==> src/hdl/tsgd_pkg.sv <==
// Package for the touch swipe gesture decoder: event codes, direction codes,
// register map, reset values and the structs passed between the modules.
// No dependencies.
`default_nettype none

package tsgd_pkg;

  localparam int unsigned CoordW = 16;
  localparam int unsigned DirW   = 3;

  // event types and axis codes
  localparam logic [15:0] EVT_ABS = 16'd3;
  localparam logic [15:0] EVT_KEY = 16'd1;
  localparam logic [15:0] AXIS_X  = 16'd0;
  localparam logic [15:0] AXIS_Y  = 16'd1;

  // swipe direction codes
  localparam logic [DirW-1:0] DIR_NONE  = 3'd0;
  localparam logic [DirW-1:0] DIR_LEFT  = 3'd1;
  localparam logic [DirW-1:0] DIR_RIGHT = 3'd2;
  localparam logic [DirW-1:0] DIR_UP    = 3'd3;
  localparam logic [DirW-1:0] DIR_DOWN  = 3'd4;

  // register indexes (byte address = 4 * index)
  localparam int unsigned CfgAddrW = 5;
  localparam logic [2:0] REG_SCREEN_W = 3'd0;
  localparam logic [2:0] REG_SCREEN_H = 3'd1;
  localparam logic [2:0] REG_TOUCH_W  = 3'd2;
  localparam logic [2:0] REG_TOUCH_H  = 3'd3;
  localparam logic [2:0] REG_MIN_SW   = 3'd4;

  // register reset values
  localparam logic [15:0] RST_SCREEN_W = 16'd800;
  localparam logic [15:0] RST_SCREEN_H = 16'd480;
  localparam logic [15:0] RST_TOUCH_W  = 16'd1024;
  localparam logic [15:0] RST_TOUCH_H  = 16'd600;
  localparam logic [15:0] RST_MIN_SW   = 16'd20;

  // tracker update controls
  typedef struct packed {
    logic wr_x;
    logic wr_y;
    logic clr;
  } trk_ctl_t;

  // scaling unit status
  typedef struct packed {
    logic busy;
    logic done;
  } scl_stat_t;

endpackage

`default_nettype wire

==> src/hdl/tsgd_track.sv <==
// Touch tracking registers: start and end coordinates of both axes.
// Depends on tsgd_pkg.
`default_nettype none

module tsgd_track (
  input  wire logic                          clk,
  input  wire logic                          rst_n,
  input  wire tsgd_pkg::trk_ctl_t            ctl,
  input  wire logic [tsgd_pkg::CoordW-1:0]   val,
  output logic      [tsgd_pkg::CoordW-1:0]   start_x,
  output logic      [tsgd_pkg::CoordW-1:0]   start_y,
  output logic      [tsgd_pkg::CoordW-1:0]   end_x,
  output logic      [tsgd_pkg::CoordW-1:0]   end_y
);

  // the current position always equals the end position, so it is not kept twice
  logic [tsgd_pkg::CoordW-1:0] start_x_r, start_y_r, end_x_r, end_y_r;

  // start latches only while still zero; end follows every axis event
  always_ff @(posedge clk) begin
    if (!rst_n || ctl.clr) begin
      start_x_r <= '0;
      start_y_r <= '0;
      end_x_r   <= '0;
      end_y_r   <= '0;
    end else begin
      if (ctl.wr_x) begin
        end_x_r <= val;
        if (start_x_r == '0) start_x_r <= val;
      end
      if (ctl.wr_y) begin
        end_y_r <= val;
        if (start_y_r == '0) start_y_r <= val;
      end
    end
  end

  assign start_x = start_x_r;
  assign start_y = start_y_r;
  assign end_x   = end_x_r;
  assign end_y   = end_y_r;

endmodule

`default_nettype wire

==> src/hdl/tsgd_scale_unit.sv <==
// Shared scaling unit: floor(v * num / den) saturated to 16 bits, a
// multiply step then a 32-step restoring divider. Depends on tsgd_pkg.
`default_nettype none

module tsgd_scale_unit (
  input  wire logic                          clk,
  input  wire logic                          rst_n,
  input  wire logic                          start,
  input  wire logic [tsgd_pkg::CoordW-1:0]   v,
  input  wire logic [tsgd_pkg::CoordW-1:0]   num,
  input  wire logic [tsgd_pkg::CoordW-1:0]   den,
  output tsgd_pkg::scl_stat_t                stat,
  output logic      [tsgd_pkg::CoordW-1:0]   result
);

  localparam logic [1:0] S_IDLE = 2'd0;
  localparam logic [1:0] S_MUL  = 2'd1;
  localparam logic [1:0] S_DIV  = 2'd2;

  logic [1:0]  st_r, st_nxt;
  logic [4:0]  cnt_r, cnt_nxt;
  logic        done_r, done_nxt;
  logic [15:0] v_r, num_r, den_r;
  logic [31:0] acc_r, acc_nxt;
  logic [15:0] rem_r, rem_nxt;
  logic [15:0] res_r, res_nxt;
  logic [16:0] shifted;
  logic        ge;
  logic [16:0] diff;

  // one restoring step; a zero divisor gives all ones, hence saturation
  assign shifted = {rem_r, acc_r[31]};
  assign ge      = shifted >= {1'b0, den_r};
  assign diff    = shifted - {1'b0, den_r};

  // sequencing of multiply and divide steps
  always_comb begin
    st_nxt   = st_r;
    cnt_nxt  = cnt_r;
    done_nxt = 1'b0;
    acc_nxt  = acc_r;
    rem_nxt  = rem_r;
    res_nxt  = res_r;
    unique case (st_r)
      S_IDLE: begin
        if (start) st_nxt = S_MUL;
      end
      S_MUL: begin
        acc_nxt = {16'd0, v_r} * {16'd0, num_r};
        rem_nxt = '0;
        cnt_nxt = '0;
        st_nxt  = S_DIV;
      end
      S_DIV: begin
        rem_nxt = ge ? diff[15:0] : shifted[15:0];
        acc_nxt = {acc_r[30:0], ge};
        cnt_nxt = cnt_r + 5'd1;
        if (cnt_r == 5'd31) begin
          st_nxt   = S_IDLE;
          done_nxt = 1'b1;
          res_nxt  = (acc_nxt[31:16] != '0) ? 16'hFFFF : acc_nxt[15:0];
        end
      end
      default: st_nxt = S_IDLE;
    endcase
  end

  // control state
  always_ff @(posedge clk) begin
    if (!rst_n) begin
      st_r   <= S_IDLE;
      done_r <= 1'b0;
    end else begin
      st_r   <= st_nxt;
      done_r <= done_nxt;
    end
  end

  // datapath
  always_ff @(posedge clk) begin
    cnt_r <= cnt_nxt;
    acc_r <= acc_nxt;
    rem_r <= rem_nxt;
    res_r <= res_nxt;
    if (st_r == S_IDLE && start) begin
      v_r   <= v;
      num_r <= num;
      den_r <= den;
    end
  end

  assign stat.busy = (st_r != S_IDLE);
  assign stat.done = done_r;
  assign result    = res_r;

endmodule

`default_nettype wire

==> src/hdl/touch_swipe_gesture_decoder_unit.sv <==
// Touch swipe gesture decoder. Axis events (type 3, code 0 or 1) update the
// tracked start/end coordinates and are taken while the decoder is idle. A key
// release (type 1, value 0) yields one item: scaled end position and swipe
// direction, then tracking clears. A release runs four scalings (end and start
// of X and Y) one after another through one shared multiply plus 32-step serial
// divider, and in_tready stays low until the result is loaded into the output
// register; that divider sets the rate. The result sits in an output register,
// so the next event is taken while it waits. Depends on tsgd_pkg, tsgd_track and
// tsgd_scale_unit.
`default_nettype none

module touch_swipe_gesture_decoder_unit (
  input  wire logic        clk,
  input  wire logic        rst_n,
  // input events
  input  wire logic        in_tvalid,
  output logic             in_tready,
  input  wire logic [47:0] in_tdata,   // event_type[15:0], event_code[31:16], event_value[47:32]
  // results
  output logic             out_tvalid,
  input  wire logic        out_tready,
  output logic      [39:0] out_tdata,  // pos_x[15:0], pos_y[31:16], swipe_dir[34:32], zero pad
  // configuration
  input  wire logic        cfg_psel,
  input  wire logic        cfg_penable,
  input  wire logic        cfg_pwrite,
  input  wire logic [tsgd_pkg::CfgAddrW-1:0] cfg_paddr,
  input  wire logic [31:0] cfg_pwdata,
  output logic      [31:0] cfg_prdata,
  output logic             cfg_pready
);

  localparam logic [1:0] ST_IDLE  = 2'd0;
  localparam logic [1:0] ST_SCALE = 2'd1;
  localparam logic [1:0] ST_OUT   = 2'd2;

  // configuration registers
  logic [15:0] screen_w_r, screen_h_r, touch_w_r, touch_h_r, min_sw_r;
  logic        cfg_wr;
  logic [2:0]  cfg_idx;

  assign cfg_pready = 1'b1;
  assign cfg_wr     = cfg_psel & cfg_penable & cfg_pwrite & cfg_pready;
  assign cfg_idx    = cfg_paddr[tsgd_pkg::CfgAddrW-1:2];

  always_ff @(posedge clk) begin
    if (!rst_n) begin
      screen_w_r <= tsgd_pkg::RST_SCREEN_W;
      screen_h_r <= tsgd_pkg::RST_SCREEN_H;
      touch_w_r  <= tsgd_pkg::RST_TOUCH_W;
      touch_h_r  <= tsgd_pkg::RST_TOUCH_H;
      min_sw_r   <= tsgd_pkg::RST_MIN_SW;
    end else if (cfg_wr) begin
      unique case (cfg_idx)
        tsgd_pkg::REG_SCREEN_W: screen_w_r <= cfg_pwdata[15:0];
        tsgd_pkg::REG_SCREEN_H: screen_h_r <= cfg_pwdata[15:0];
        tsgd_pkg::REG_TOUCH_W:  touch_w_r  <= cfg_pwdata[15:0];
        tsgd_pkg::REG_TOUCH_H:  touch_h_r  <= cfg_pwdata[15:0];
        tsgd_pkg::REG_MIN_SW:   min_sw_r   <= cfg_pwdata[15:0];
        default: ;
      endcase
    end
  end

  // register readback
  always_comb begin
    unique case (cfg_idx)
      tsgd_pkg::REG_SCREEN_W: cfg_prdata = {16'd0, screen_w_r};
      tsgd_pkg::REG_SCREEN_H: cfg_prdata = {16'd0, screen_h_r};
      tsgd_pkg::REG_TOUCH_W:  cfg_prdata = {16'd0, touch_w_r};
      tsgd_pkg::REG_TOUCH_H:  cfg_prdata = {16'd0, touch_h_r};
      tsgd_pkg::REG_MIN_SW:   cfg_prdata = {16'd0, min_sw_r};
      default:                cfg_prdata = '0;
    endcase
  end

  // event decode
  logic [15:0] ev_type, ev_code, ev_val;
  logic        in_acc, is_abs_x, is_abs_y, is_release;

  assign ev_type    = in_tdata[15:0];
  assign ev_code    = in_tdata[31:16];
  assign ev_val     = in_tdata[47:32];
  assign in_acc     = in_tvalid & in_tready;
  assign is_abs_x   = (ev_type == tsgd_pkg::EVT_ABS) && (ev_code == tsgd_pkg::AXIS_X);
  assign is_abs_y   = (ev_type == tsgd_pkg::EVT_ABS) && (ev_code == tsgd_pkg::AXIS_Y);
  assign is_release = (ev_type == tsgd_pkg::EVT_KEY) && (ev_val == '0);

  // sequencer state
  logic [1:0]  state_r, state_nxt;
  logic [1:0]  op_r, op_nxt;      // bit 0: axis (0 X, 1 Y); bit 1: 0 end, 1 start
  logic        go_r, go_nxt;
  logic        out_load;
  logic        out_valid_r, out_valid_nxt;

  tsgd_pkg::trk_ctl_t  trk_ctl;
  tsgd_pkg::scl_stat_t scl_stat;
  logic [15:0] start_x, start_y, end_x, end_y;
  logic [15:0] scl_v, scl_num, scl_den, scl_res;
  logic        scl_start;

  assign in_tready = (state_r == ST_IDLE);
  assign out_load  = (state_r == ST_OUT) && (!out_valid_r || out_tready);

  assign trk_ctl.wr_x = in_acc & is_abs_x;
  assign trk_ctl.wr_y = in_acc & is_abs_y;
  assign trk_ctl.clr  = out_load;

  tsgd_track u_track (
    .clk     (clk),
    .rst_n   (rst_n),
    .ctl     (trk_ctl),
    .val     (ev_val),
    .start_x (start_x),
    .start_y (start_y),
    .end_x   (end_x),
    .end_y   (end_y)
  );

  // operand selection for the shared scaling unit
  always_comb begin
    unique case (op_r)
      2'd0:    scl_v = end_x;
      2'd1:    scl_v = end_y;
      2'd2:    scl_v = start_x;
      default: scl_v = start_y;
    endcase
  end
  assign scl_num   = op_r[0] ? screen_h_r : screen_w_r;
  assign scl_den   = op_r[0] ? touch_h_r  : touch_w_r;
  assign scl_start = (state_r == ST_SCALE) && go_r;

  tsgd_scale_unit u_scale (
    .clk    (clk),
    .rst_n  (rst_n),
    .start  (scl_start),
    .v      (scl_v),
    .num    (scl_num),
    .den    (scl_den),
    .stat   (scl_stat),
    .result (scl_res)
  );

  // scaled coordinates
  logic [15:0] sc_ex_r, sc_ey_r, sc_sx_r, sc_sy_r;

  always_ff @(posedge clk) begin
    if (scl_stat.done) begin
      unique case (op_r)
        2'd0:    sc_ex_r <= scl_res;
        2'd1:    sc_ey_r <= scl_res;
        2'd2:    sc_sx_r <= scl_res;
        default: sc_sy_r <= scl_res;
      endcase
    end
  end

  // sequencer
  always_comb begin
    state_nxt = state_r;
    op_nxt    = op_r;
    go_nxt    = go_r;
    unique case (state_r)
      ST_IDLE: begin
        if (in_acc && is_release) begin
          state_nxt = ST_SCALE;
          op_nxt    = '0;
          go_nxt    = 1'b1;
        end
      end
      ST_SCALE: begin
        if (scl_start) go_nxt = 1'b0;
        if (scl_stat.done) begin
          if (op_r == 2'd3) begin
            state_nxt = ST_OUT;
          end else begin
            op_nxt = op_r + 2'd1;
            go_nxt = 1'b1;
          end
        end
      end
      ST_OUT: begin
        if (out_load) state_nxt = ST_IDLE;
      end
      default: state_nxt = ST_IDLE;
    endcase
  end

  always_ff @(posedge clk) begin
    if (!rst_n) begin
      state_r <= ST_IDLE;
      op_r    <= '0;
      go_r    <= 1'b0;
    end else begin
      state_r <= state_nxt;
      op_r    <= op_nxt;
      go_r    <= go_nxt;
    end
  end

  // swipe direction from scaled start and end
  logic [15:0]  adx, ady;
  logic [2:0]   dir;

  assign adx = (sc_ex_r >= sc_sx_r) ? (sc_ex_r - sc_sx_r) : (sc_sx_r - sc_ex_r);
  assign ady = (sc_ey_r >= sc_sy_r) ? (sc_ey_r - sc_sy_r) : (sc_sy_r - sc_ey_r);

  always_comb begin
    priority if (adx < min_sw_r && ady < min_sw_r) begin
      dir = tsgd_pkg::DIR_NONE;
    end else if (adx > ady) begin
      dir = (sc_ex_r > sc_sx_r) ? tsgd_pkg::DIR_RIGHT : tsgd_pkg::DIR_LEFT;
    end else begin
      dir = (sc_ey_r > sc_sy_r) ? tsgd_pkg::DIR_DOWN : tsgd_pkg::DIR_UP;
    end
  end

  // output register
  logic [39:0] out_data_r;

  always_comb begin
    out_valid_nxt = out_valid_r;
    if (out_load)        out_valid_nxt = 1'b1;
    else if (out_tready) out_valid_nxt = 1'b0;
  end

  always_ff @(posedge clk) begin
    if (!rst_n) out_valid_r <= 1'b0;
    else        out_valid_r <= out_valid_nxt;
  end

  always_ff @(posedge clk) begin
    if (out_load) out_data_r <= {5'd0, dir, sc_ey_r, sc_ex_r};
  end

  assign out_tvalid = out_valid_r;
  assign out_tdata  = out_data_r;

  // checks
  a_done_in_scale: assert property (@(posedge clk) disable iff (!rst_n)
    scl_stat.done |-> state_r == ST_SCALE)
    else $error("scaling result arrived outside the scaling phase");

  a_start_when_free: assert property (@(posedge clk) disable iff (!rst_n)
    scl_start |-> !scl_stat.busy)
    else $error("scaling unit started while busy");

  a_dir_range: assert property (@(posedge clk) disable iff (!rst_n)
    out_tvalid |-> (out_tdata[34:32] == tsgd_pkg::DIR_NONE  ||
                    out_tdata[34:32] == tsgd_pkg::DIR_LEFT  ||
                    out_tdata[34:32] == tsgd_pkg::DIR_RIGHT ||
                    out_tdata[34:32] == tsgd_pkg::DIR_UP    ||
                    out_tdata[34:32] == tsgd_pkg::DIR_DOWN))
    else $error("swipe direction code out of range");

  a_clear_after_result: assert property (@(posedge clk) disable iff (!rst_n)
    out_load |=> (start_x == '0 && start_y == '0 && end_x == '0 && end_y == '0))
    else $error("tracking not cleared after a result");

endmodule

`default_nettype wire
==> config.mk <==
export PLATFORM = sky130hd
export DESIGN_NAME = touch_swipe_gesture_decoder_unit
export DESIGN_NICKNAME = d
export VERILOG_FILES = /design/src/hdl/tsgd_pkg.sv /design/src/hdl/tsgd_track.sv /design/src/hdl/tsgd_scale_unit.sv /design/src/hdl/touch_swipe_gesture_decoder_unit.sv
export SDC_FILE = /design/constraint.sdc
export NUM_CORES = 1
export LEC_CHECK = 0
export ABC_AREA = 1
export BUFFER_PORTS_ARGS = -buffer_cell sky130_fd_sc_hd__clkbuf_2
export CAP_MARGIN = 0
export CORE_MARGIN = 8
export CORE_UTILIZATION = 35
export CTS_CLUSTER_SIZE = 10
export DETAILED_ROUTE_END_ITERATION = 6
export PLACE_DENSITY = 0.58
export SYNTH_ARGS = -nofsm -noshare
export SYNTH_HDL_FRONTEND = slang
export SYNTH_HIERARCHICAL = 1
export SYNTH_SLANG_ARGS = --single-unit
==> constraint.sdc <==
create_clock -name clk -period 17.1 [get_ports clk]
set_input_delay 1.71 -clock clk [delete_from_list [all_inputs] [get_ports clk]]
set_output_delay 1.71 -clock clk [all_outputs]
set_load 0.05 [all_outputs]
After elaboration in Yosys (flattened, before gate mapping):

Index checks and enable logic that the tools add are counted.
Widths: inputs -> output; s select.

* equal/unequal tests: 22
* add/sub/neg operators: 7
* mux-type cells: 33
* bitwise operators: 6
* $lt $le $gt $ge: 8
* multipliers: 1
* reduce and logical (&&, ||, !) cells: 42

Operator list (number)
* $mux 16: 5
* $pmux 16 s5: 1
* $sub 16x16->16: 5
* $logic_not 16->1: 4
* $pmux 32 s2: 1
* $gt 16x16->1: 3
* $pmux 16 s3: 1
* $eq 16x1->1 const B: 2
* $ge 16x16->1: 2
* $lt 16x16->1: 2
* $mul 16x16->32: 1
* $pmux 16 s2: 1
* $reduce_and 2->1: 15
* $mux 2: 10
* $ge 17x16->1: 1
* $eq 16x2->1 const B: 1
* $reduce_bool 16->1: 1
* $pmux 2 s3: 2
* $ne 2x1->1 const B: 5
* $pmux 5 s2: 1
* $eq 2x2->1 const B: 4
* $logic_and 1x1->1: 8
* $reduce_and 4->1: 2
* $mux 1: 7
* 19 further kinds: 34

* flip-flop bits (word level): 369
* output and inout port bits: 75
* bits of input ports: 92
* word-level logic and storage cells: 147

Logic depth before layout (Yosys ltp):

Gate-level depths: netlist of the first run.

* depth in word-level cells: 6
* depth in mapped cells: 28
* mapped depth without buffers: 28

Cells and area by module:

The synthesis of the first run kept the hierarchy.

By module, submodules not included
* tsgd_scale_unit: cells an instance 1915, area an instance 15068.2 µm², sequential area each 3573.4 µm², instances 1
* touch_swipe_gesture_decoder_unit: cells an instance 1802, area an instance 12929.9 µm², sequential area each 4694.5 µm², instances 1
* tsgd_track: cells an instance 327, area an instance 2482.4 µm², sequential area each 1281.2 µm², instances 1

Least setup slack after synthesis of the first run:

No wires, ideal clock.

* kind: register to register
* from: register u_scale.num_r[7]
* to: register u_scale.acc_r[31] (data pin)
* period minus slack after synthesis: 5379 ps
* setup time: 254 ps
* arrival: 5126 ps
* setup slack: 11721 ps
* required time: 16846 ps
* path buffers: 2
* cell stages (with the launch flop): 25
* cells stage by stage: edfxtp_1 -> clkbuf_1 -> clkbuf_1 -> nand2_1 -> fa_1 -> inv_1 -> fa_1 -> inv_1 -> fa_1 -> inv_1 -> fa_1 -> fa_1 -> inv_1 -> fa_1 -> inv_1 -> ha_1 -> nand2_1 -> nor2_1 -> nand3_1 -> nand3b_1 -> nand2_1 -> nand2_1 -> nand2_1 -> nand3_1 -> nand2_1

* cells in the longest elaborated chain, start to end: 2

RTL lines
* start, declared: RTL line tsgd_scale_unit.sv:23 `logic [15:0] v_r, num_r, den_r;`
* start signal, assigned: RTL line tsgd_scale_unit.sv:87 `num_r <= num;`
* $mul 16x16->32: RTL line tsgd_scale_unit.sv:49 `acc_nxt = {16'd0, v_r} * {16'd0, num_r};`
* $pmux 32 s2: RTL line tsgd_scale_unit.sv:44 `unique case (st_r)`
* net u_scale.acc_nxt[31]: RTL line tsgd_scale_unit.sv:24 `logic [31:0] acc_r, acc_nxt;`
* end signal, assigned: RTL line tsgd_scale_unit.sv:82 `acc_r <= acc_nxt;`
* end, declared: RTL line tsgd_scale_unit.sv:24

The timed path passes the listed nets, and every way through them passes these cells.
A chain may end at the register's enable or synchronous reset.

Worst setup path in the final report of the first run:

* from: register u_scale.v_r[9]
* to: register u_scale.acc_r[21] (data pin)

* cells in the longest elaborated chain, start to end: 2

RTL lines
* start, declared: RTL line tsgd_scale_unit.sv:23
* start signal, assigned: RTL line tsgd_scale_unit.sv:86 `v_r <= v;`
* $mul 16x16->32: RTL line tsgd_scale_unit.sv:49
* $pmux 32 s2: RTL line tsgd_scale_unit.sv:44
* net u_scale.acc_nxt[21]: RTL line tsgd_scale_unit.sv:24

The timed path passes the listed nets, and every way through them passes these cells.

==> flow_metrics.env, run 1 <==
export IMPL_clk_pin_slew_ns=0.06
export IMPL_crit_path_end_kind="register"
export IMPL_synth_edf_count=216
export IMPL_numCtsBuffers=45
export IMPL_reg2reg_from="u_scale/v_r[9]$_DFFE_PP_"
export IMPL_rsz0062_at_grt="false"
export IMPL_synthTopCellsByCount="nand2_1, inv_1, nor2_1"
export IMPL_synth_cell_type_count=57
export IMPL_grt_usage=0.1641
export IMPL_grt_pass1_wl_um=130900
export IMPL_design_die_area_um2=96790
export IMPL_die_y_um=311.1
export IMPL_diodes=0
export IMPL_gp_congestion=0.8746
export IMPL_seq_area_frac_synth=0.3133
export IMPL_reg2reg_depth=20
export IMPL_tns_ns=0
export IMPL_antenna_violating_nets_post_route=0
export IMPL_drv_cap=0
export IMPL_antenna_found_initial=0
export IMPL_start_util=0.3524
export IMPL_std_cell_rows=108
export IMPL_power_density_nw_per_um2=73.82
export IMPL_synth_ff_type="edfxtp_1"
export IMPL_route_detailed_drc=0
export IMPL_synth_cell_area_um2=30480
export IMPL_clk_latency_ns=0.59
export IMPL_setup_viol=0
export IMPL_fmax_mhz=164.4
export IMPL_fin_area_um2=33200
export IMPL_crit_start="u_scale/v_r[9]$_DFFE_PP_"
export IMPL_post_cts_buffers=0
export IMPL_worstPathArrival_ns=6.40
export IMPL_cts_sinks=369
export IMPL_areaGrowthSynthToFinish_pct=8.908
export IMPL_core_area_um2=86480
export IMPL_finalHoldViolCount=0
export IMPL_holdBufCountCts=0
export IMPL_ctsResizeCount=0
export IMPL_drive_above_1_share=0.06473
export IMPL_r2r_slack_ns=11.02
export IMPL_dp_hpwl_um=62420
export IMPL_cp_max_fo=16
export IMPL_grt_pass1_vias=24510
export IMPL_finish_utilization=0.3838
export IMPL_slowest_stage="edfxtp_1"
export IMPL_synth_top_area_frac=0.2128
export IMPL_netlist_instances=4044
export IMPL_drt_iter0_drc=2008
export IMPL_worstMarginPinSlew_ns=1.244
export IMPL_path_buf_inv=3
export IMPL_path_cells="nand2_1 -> fa_1 -> fa_1 -> fa_1 -> fa_1 -> inv_1 -> fa_1 -> inv_1 -> fa_1 -> inv_1 -> ha_1 -> nand2_1 -> nor2_1 -> nand3_1 -> nand3_1 -> nand2_1 -> nand3_1 -> nand2_1 -> nor2_1 -> nor2_1"
export IMPL_hold_ws_ns=0.4606
export IMPL_die_w_um=311.1
export IMPL_port_buffer_count=126
export IMPL_clock_root_buffer="clkbuf_16"
export IMPL_grt_start_max_net_pins=88
export IMPL_largest_reg_flops=35
export IMPL_drtPass1Iterations=5
export IMPL_peakVddDrop_v=0.00007650
export IMPL_num_vias=24890
export IMPL_critPathCapture="u_scale/acc_r[21]$_DFFE_PP_"
export IMPL_clk_path_buf_depth=3
export IMPL_fin_nets=4602
export IMPL_path_common_cell="fa_1"
export IMPL_pin_count=167
export IMPL_skew_ns=0.03073
export IMPL_yosysTopAreaCell="edfxtp_1"
export IMPL_ctsHtreeMaxLevel=2
export IMPL_ys_warn_count=6
export IMPL_crit_type="reg2reg"
export IMPL_overflow=0
export IMPL_cp_required_ns=17.42
export IMPL_min_path_type="reg2reg"
export IMPL_wl_per_cell_um=15.37
export IMPL_p_leak_nw=17.02
export IMPL_r2r_end="u_scale/acc_r[21]$_DFFE_PP_"
export IMPL_path_depth=20
export IMPL_synth_area_leaders="edfxtp_1, nand2_1, fa_1, dfxtp_1, ha_1"
export IMPL_postSynthAreaPerCell_um2=7.537
export IMPL_worst_slew_margin_rel=0.1695
export IMPL_post_drt_via_cell_ratio=4.742
export IMPL_ys_ff_latch=369
export IMPL_drv_slew=0
export IMPL_critical_path_max_stage_delay_ns=0.85
export IMPL_placed_area_um2=31880
export IMPL_synth_most_common_cell="nand2_1"
export IMPL_min_period_ns=6.081
export IMPL_fillers=9117
export IMPL_min_period_over_period=0.3556
export IMPL_crit_family="adder cells"
export IMPL_startpoint_type="register"
export IMPL_routed_wl_um=80700
export IMPL_cts_tree="yes"
export IMPL_synth_async_reset_ratio=0
export IMPL_status="finished clean"
==> layer usage <==
layer / global-route usage / routed length [um]
met5: 0 / 0
met4: 0.03518 / 1432
met3: 0.01992 / 3588
met2: 0.2873 / 39040
met1: 0.2162 / 36630
==> report_power, final <==
part	total [mW]	internal [mW]	leakage, nW	switching [mW]
sequential	1.08	1.05	3.06	0.0346
combinational	0.489	0.143	13.3	0.346
clock	0.880	0.505	0.637	0.375
==> worst min-delay path by stage <==
stage	from	endpoint	slack [ns]	cells past startpoint
after floorplan	sc_ex_r[15]$_DFFE_PP_	out_tdata[15]$_DFFE_PP_	0.43	0
after global placement	sc_ey_r[15]$_DFFE_PP_	out_tdata[31]$_DFFE_PP_	0.44	0
after detailed placement	sc_ey_r[15]$_DFFE_PP_	out_tdata[31]$_DFFE_PP_	0.45	0
after CTS	sc_ey_r[15]$_DFFE_PP_	out_tdata[31]$_DFFE_PP_	0.46	0
after global routing	sc_ex_r[15]$_DFFE_PP_	out_tdata[15]$_DFFE_PP_	0.47	0
final	sc_ey_r[15]$_DFFE_PP_	out_tdata[31]$_DFFE_PP_	0.46	0
==> cells by family (layout without fill, tap and decap cells) <==
group	after synthesis	count (layout)	synth area share
AOI/OAI and AO/OA	466	466	0.08288
other	2	22	0.0002464
and+or+nand+nor	1772	1772	0.2384
DFF	369	369	0.3133
xor gates and xnor gates	40	40	0.01149
adders and majority gates	438	438	0.2288
buffers and inverters	957	987	0.1249
==> cells in the final DEF, fill, tap and decap left out, types with 5 or more instances in the layout <==
master / Yosys / routed
nand2_1: 1153 / 1153
inv_1: 758 / 757
nor2_1: 347 / 344
ha_1: 239 / 237
a21oi_1: 223 / 223
edfxtp_1: 216 / 216
fa_1: 199 / 199
o21ai_0: 167 / 167
nand3_1: 162 / 162
dfxtp_1: 153 / 153
clkbuf_2: 5 / 126
clkbuf_16: 0 / 45
xor2_1: 23 / 23
nand4_1: 23 / 23
conb_1: 2 / 22
nand3b_1: 19 / 19
xnor2_1: 17 / 17
a31oi_1: 17 / 17
o211ai_1: 16 / 16
buf_4: 32 / 16
inv_2: 14 / 15
clkbuf_1: 111 / 15
nor2_2: 13 / 14
nor3_1: 12 / 12
a221oi_1: 11 / 11
nand2_2: 10 / 10
nor2_4: 6 / 8
o21a_1: 6 / 6
o21bai_1: 5 / 5
nor4_1: 5 / 5
==> per-stage QoR <==
step / setup slack [ns] / total power, mW / instances
final: 11.02 / 2.451 / 5249
after global routing: 10.67 / 2.581 / 5249
after CTS: 11.03 / 2.478 / 5249
after detailed placement: 11.05 / 1.590 / 5180
after global placement: 11.10 / 1.585 / 5180
after floorplan: 11.72 / 1.472 / 4064
==> area by class of cell <==
| class | count | area [um2] | area share |
|---|---|---|---|
| Multi-Input combinational cell | 2738 | 17220 | 0.5188 |
| Sequential cell | 369 | 9549 | 0.2877 |
| Inverter | 776 | 2915 | 0.08782 |
| Tap cell | 1155 | 1445 | 0.04353 |
| Clock buffer | 61 | 1196 | 0.03603 |
| Timing Repair Buffer | 142 | 750.7 | 0.02262 |
| Clock inverter | 8 | 116.4 | 0.003505 |
Power figures use the tool's default switching activity.
==> inputs of run 2 (changes only) <==
--- a/config.mk
+++ b/config.mk
@@ -5,14 +5,14 @@
 export SDC_FILE = /design/constraint.sdc
 export NUM_CORES = 1
 export LEC_CHECK = 0
-export ABC_AREA = 1
+export ABC_AREA = 0
 export BUFFER_PORTS_ARGS = -buffer_cell sky130_fd_sc_hd__clkbuf_2
 export CAP_MARGIN = 0
 export CORE_MARGIN = 8
 export CORE_UTILIZATION = 35
 export CTS_CLUSTER_SIZE = 10
 export DETAILED_ROUTE_END_ITERATION = 6
-export PLACE_DENSITY = 0.58
+export PLACE_DENSITY = 0.6
 export SYNTH_ARGS = -nofsm -noshare
 export SYNTH_HDL_FRONTEND = slang
 export SYNTH_HIERARCHICAL = 1
==> constraint.sdc (replaced) <==
create_clock -name clk -period 5.1 [get_ports clk]
set_input_delay 0.51 -clock clk [delete_from_list [all_inputs] [get_ports clk]]
set_output_delay 0.51 -clock clk [all_outputs]
set_load 0.05 [all_outputs]
==> run 2 against run 1 <==
Net effect:
- the flow now finishes with violations (design-rule violations, negative setup slack)
- highest routed layer unchanged
- combinational power is 24% higher
- synthesized cell count shrank 27%
- clock power rose to 3.4 times the previous value
- register-to-register slack got worse by 12 ns
==> flow_metrics.env, run 2 <==
export IMPL_status="finished with violations"
export IMPL_violations="design-rule violations, negative setup slack"
export IMPL_drt_iter0_drc=1464
export IMPL_grt_usage=0.1639
export IMPL_rsz0062_at_grt="true"
export IMPL_clk_path_buf_depth=3
export IMPL_ys_warn_count=6
export IMPL_peakVddDrop_v=0.0002232
export IMPL_tns_ns=-8.343
export IMPL_design_die_area_um2=92600
export IMPL_startpoint_type="register"
export IMPL_synth_async_reset_ratio=0
export IMPL_cp_required_ns=5.43
export IMPL_ys_ff_latch=369
export IMPL_worstMarginPinSlew_ns=1.243
export IMPL_synth_cell_area_um2=29090
export IMPL_place_inst=4201
export IMPL_cp_max_fo=7
export IMPL_crit_path_end_kind="register"
export IMPL_skew_ns=0.02247
export IMPL_antenna_violating_nets_post_route=0
export IMPL_min_period_ns=5.690
export IMPL_grt_pass1_vias=21900
export IMPL_seq_area_frac_synth=0.3282
export IMPL_postSynthAreaPerCell_um2=9.805
export IMPL_met1_length_um=35420
export IMPL_clk_latency_ns=0.60
export IMPL_path_common_cell="fa_1"
export IMPL_synth_top_area_frac=0.2230
export IMPL_path_cells="and2_4 -> fa_1 -> inv_2 -> fa_1 -> fa_1 -> inv_1 -> fa_1 -> fa_1 -> inv_2 -> fa_1 -> inv_2 -> ha_4 -> and3_4 -> and3_4 -> o211ai_2 -> a311oi_2 -> buf_4 -> o31ai_4 -> xnor2_1 -> mux2_4"
export IMPL_power_density_nw_per_um2=204.7
export IMPL_std_cell_rows=105
export IMPL_finish_utilization=0.4096
export IMPL_fin_nets=3729
export IMPL_fmax_mhz=175.8
export IMPL_die_w_um=304.3
export IMPL_largest_reg_flops=35
export IMPL_pin_count=167
export IMPL_die_y_um=304.3
export IMPL_clk_pin_slew_ns=0.06
export IMPL_ctsHtreeMaxLevel=2
export IMPL_slowest_stage="fa_1"
export IMPL_netlist_instances=2967
export IMPL_synthTopCellsByCount="nand2_1, inv_1, ha_1"
export IMPL_critical_path_max_stage_delay_ns=0.54
export IMPL_synth_ff_type="edfxtp_1"
export IMPL_min_path_type="in2reg"
export IMPL_post_drt_via_cell_ratio=5.038
export IMPL_synth_edf_count=216
export IMPL_p_leak_nw=14.35
export IMPL_numCtsBuffers=45
export IMPL_overflow=0
export IMPL_layout_setup_ws_ns=-0.5898
export IMPL_cts_sinks=369
export IMPL_fin_area_um2=33690
export IMPL_num_vias=21630
export IMPL_core_area_um2=82240
export IMPL_layout_commonest_cell="nand2_1"
export IMPL_antenna_found_initial=1
export IMPL_dp_hpwl_um=60290
export IMPL_min_period_over_period=1.116
export IMPL_wl_per_cell_um=18.09
export IMPL_drv_cap=0
export IMPL_routed_wl_um=77660
export IMPL_drtPass1Iterations=7
export IMPL_route_detailed_drc=12
export IMPL_areaGrowthSynthToFinish_pct=15.81
export IMPL_worstPathArrival_ns=6.02
export IMPL_diodes=0
export IMPL_clock_root_buffer="clkbuf_16"
export IMPL_wl_met3_um=4078
export IMPL_top_layer_used="met4"
export IMPL_wl_met2_um=36150
export IMPL_gp_congestion=0.8729
export IMPL_final_cell_mix="nand2_1, inv_1, ha_1"
export IMPL_start_util=0.3537
export IMPL_drive_above_1_share=0.2023
export IMPL_synth_area_leaders="edfxtp_1, fa_1, dfxtp_1, ha_1, nand2_1"
export IMPL_worst_slew_margin_rel=0.1716
export IMPL_port_buffer_count=126
export IMPL_synth_most_common_cell="nand2_1"
export IMPL_grt_pass1_wl_um=123400
export IMPL_finalHoldViolCount=0
export IMPL_setup_viol=21
export IMPL_synth_cell_type_count=98
export IMPL_cts_tree="yes"
export IMPL_placed_area_um2=31940
export IMPL_grt_start_max_net_pins=86
export IMPL_hold_ws_ns=0.2279
export IMPL_drv_slew=0
export IMPL_yosysTopAreaCell="edfxtp_1"
export IMPL_instances_no_fill=4293
export IMPL_crit_type="reg2reg"
==> run 2: cell types whose count changed in the layout (fill, tap and decap cells not counted), moves of 119 or more <==
cell,previous run,this run
nand2_1,1153,413
inv_1,757,357
nor2_1,344,98
buf_4,16,192
nand3_1,162,40
and2_1,1,120
==> run 2: cell type report <==
| cell class | instances | area [um2] |
|---|---|---|
| Clock inverter | 7 | 62.56 |
| Inverter | 364 | 1366 |
| Tap cell | 1070 | 1339 |
| Clock buffer | 64 | 1239 |
| Timing Repair Buffer | 336 | 2310 |
| Multi-Input combinational cell | 2083 | 17820 |
| Sequential cell | 369 | 9550 |
| Fill cell | 8041 | 48550 |
==> run 2: stage by stage <==
| step | power (mW) | worst slack (ns) |
|---|---|---|
| after floorplan | 3.820 | -0.4505 |
| after global placement | 3.975 | -0.6193 |
| after detailed placement | 3.980 | -0.6844 |
| after CTS | 6.957 | -0.6231 |
| after global routing | 7.142 | -0.7618 |
| final | 6.897 | -0.5898 |
==> run 2: power by group <==
part | leakage, nW | internal [mW] | switching, mW
clock network | 0.636 | 1.68 | 1.29
registers | 2.88 | 3.26 | 0.0574
logic | 10.8 | 0.211 | 0.397
==> run 2: worst paths after layout <==
check	from	to	slack, ns	cells after the start
setup reg to reg	u_scale/num_r[4]$_DFFE_PP_	u_scale/acc_r[24]$_DFFE_PP_	-0.59	20
hold reg to reg	u_track/start_y[1]$_SDFFE_PP0P_	u_track/start_y[1]$_SDFFE_PP0P_	0.47	2
hold / removal	cfg_pwdata[15]	touch_h_r[15]$_SDFFE_PN0P_	0.23	3
setup / recovery	u_scale/num_r[4]$_DFFE_PP_	u_scale/acc_r[24]$_DFFE_PP_	-0.59	20
==> run 2: cell families after synthesis <==
kind of cell,count (synthesis),share of synthesized area
and+or+nand+nor,879,0.1490
buffers and inverters,535,0.07918
AOI/OAI and AO/OA,522,0.1264
adders and majority gates,438,0.2397
DFF,369,0.3282
muxes,143,0.05342
xor gates and xnor gates,79,0.02378
other,2,0.0002581
==> run 2: what timing repair did <==
action / 4_1_cts / 5_1_grt
setup buffers: 9 / 12
endpoints found under the hold margin: 0 / 0
endpoints found under the setup margin: 21 / 22
gates cloned: 0 / 0
pin swaps: 21 / 32
hold buffers: 0 / 0
resized for setup: 26 / 44
==> run 2: critical path: cells and delay by family (launching register included) <==
family          cells  cell delay (ns)
xor+xnor            1             0.14
fa+ha+maj           7             3.26
simple gates        3             0.57
flops               1             0.48
buf+inv             5             0.35
mux                 1             0.26
compound gates      3             0.36
==> run 2: layer usage <==
| metal | GRT usage | up-vias |
|---|---|---|
| li1 | - | 10450 |
| met1 | 0.2214 | 10480 |
| met2 | 0.2717 | 593 |
| met3 | 0.02392 | 116 |
| met4 | 0.04734 | 0 |
| met5 | 0 | - |
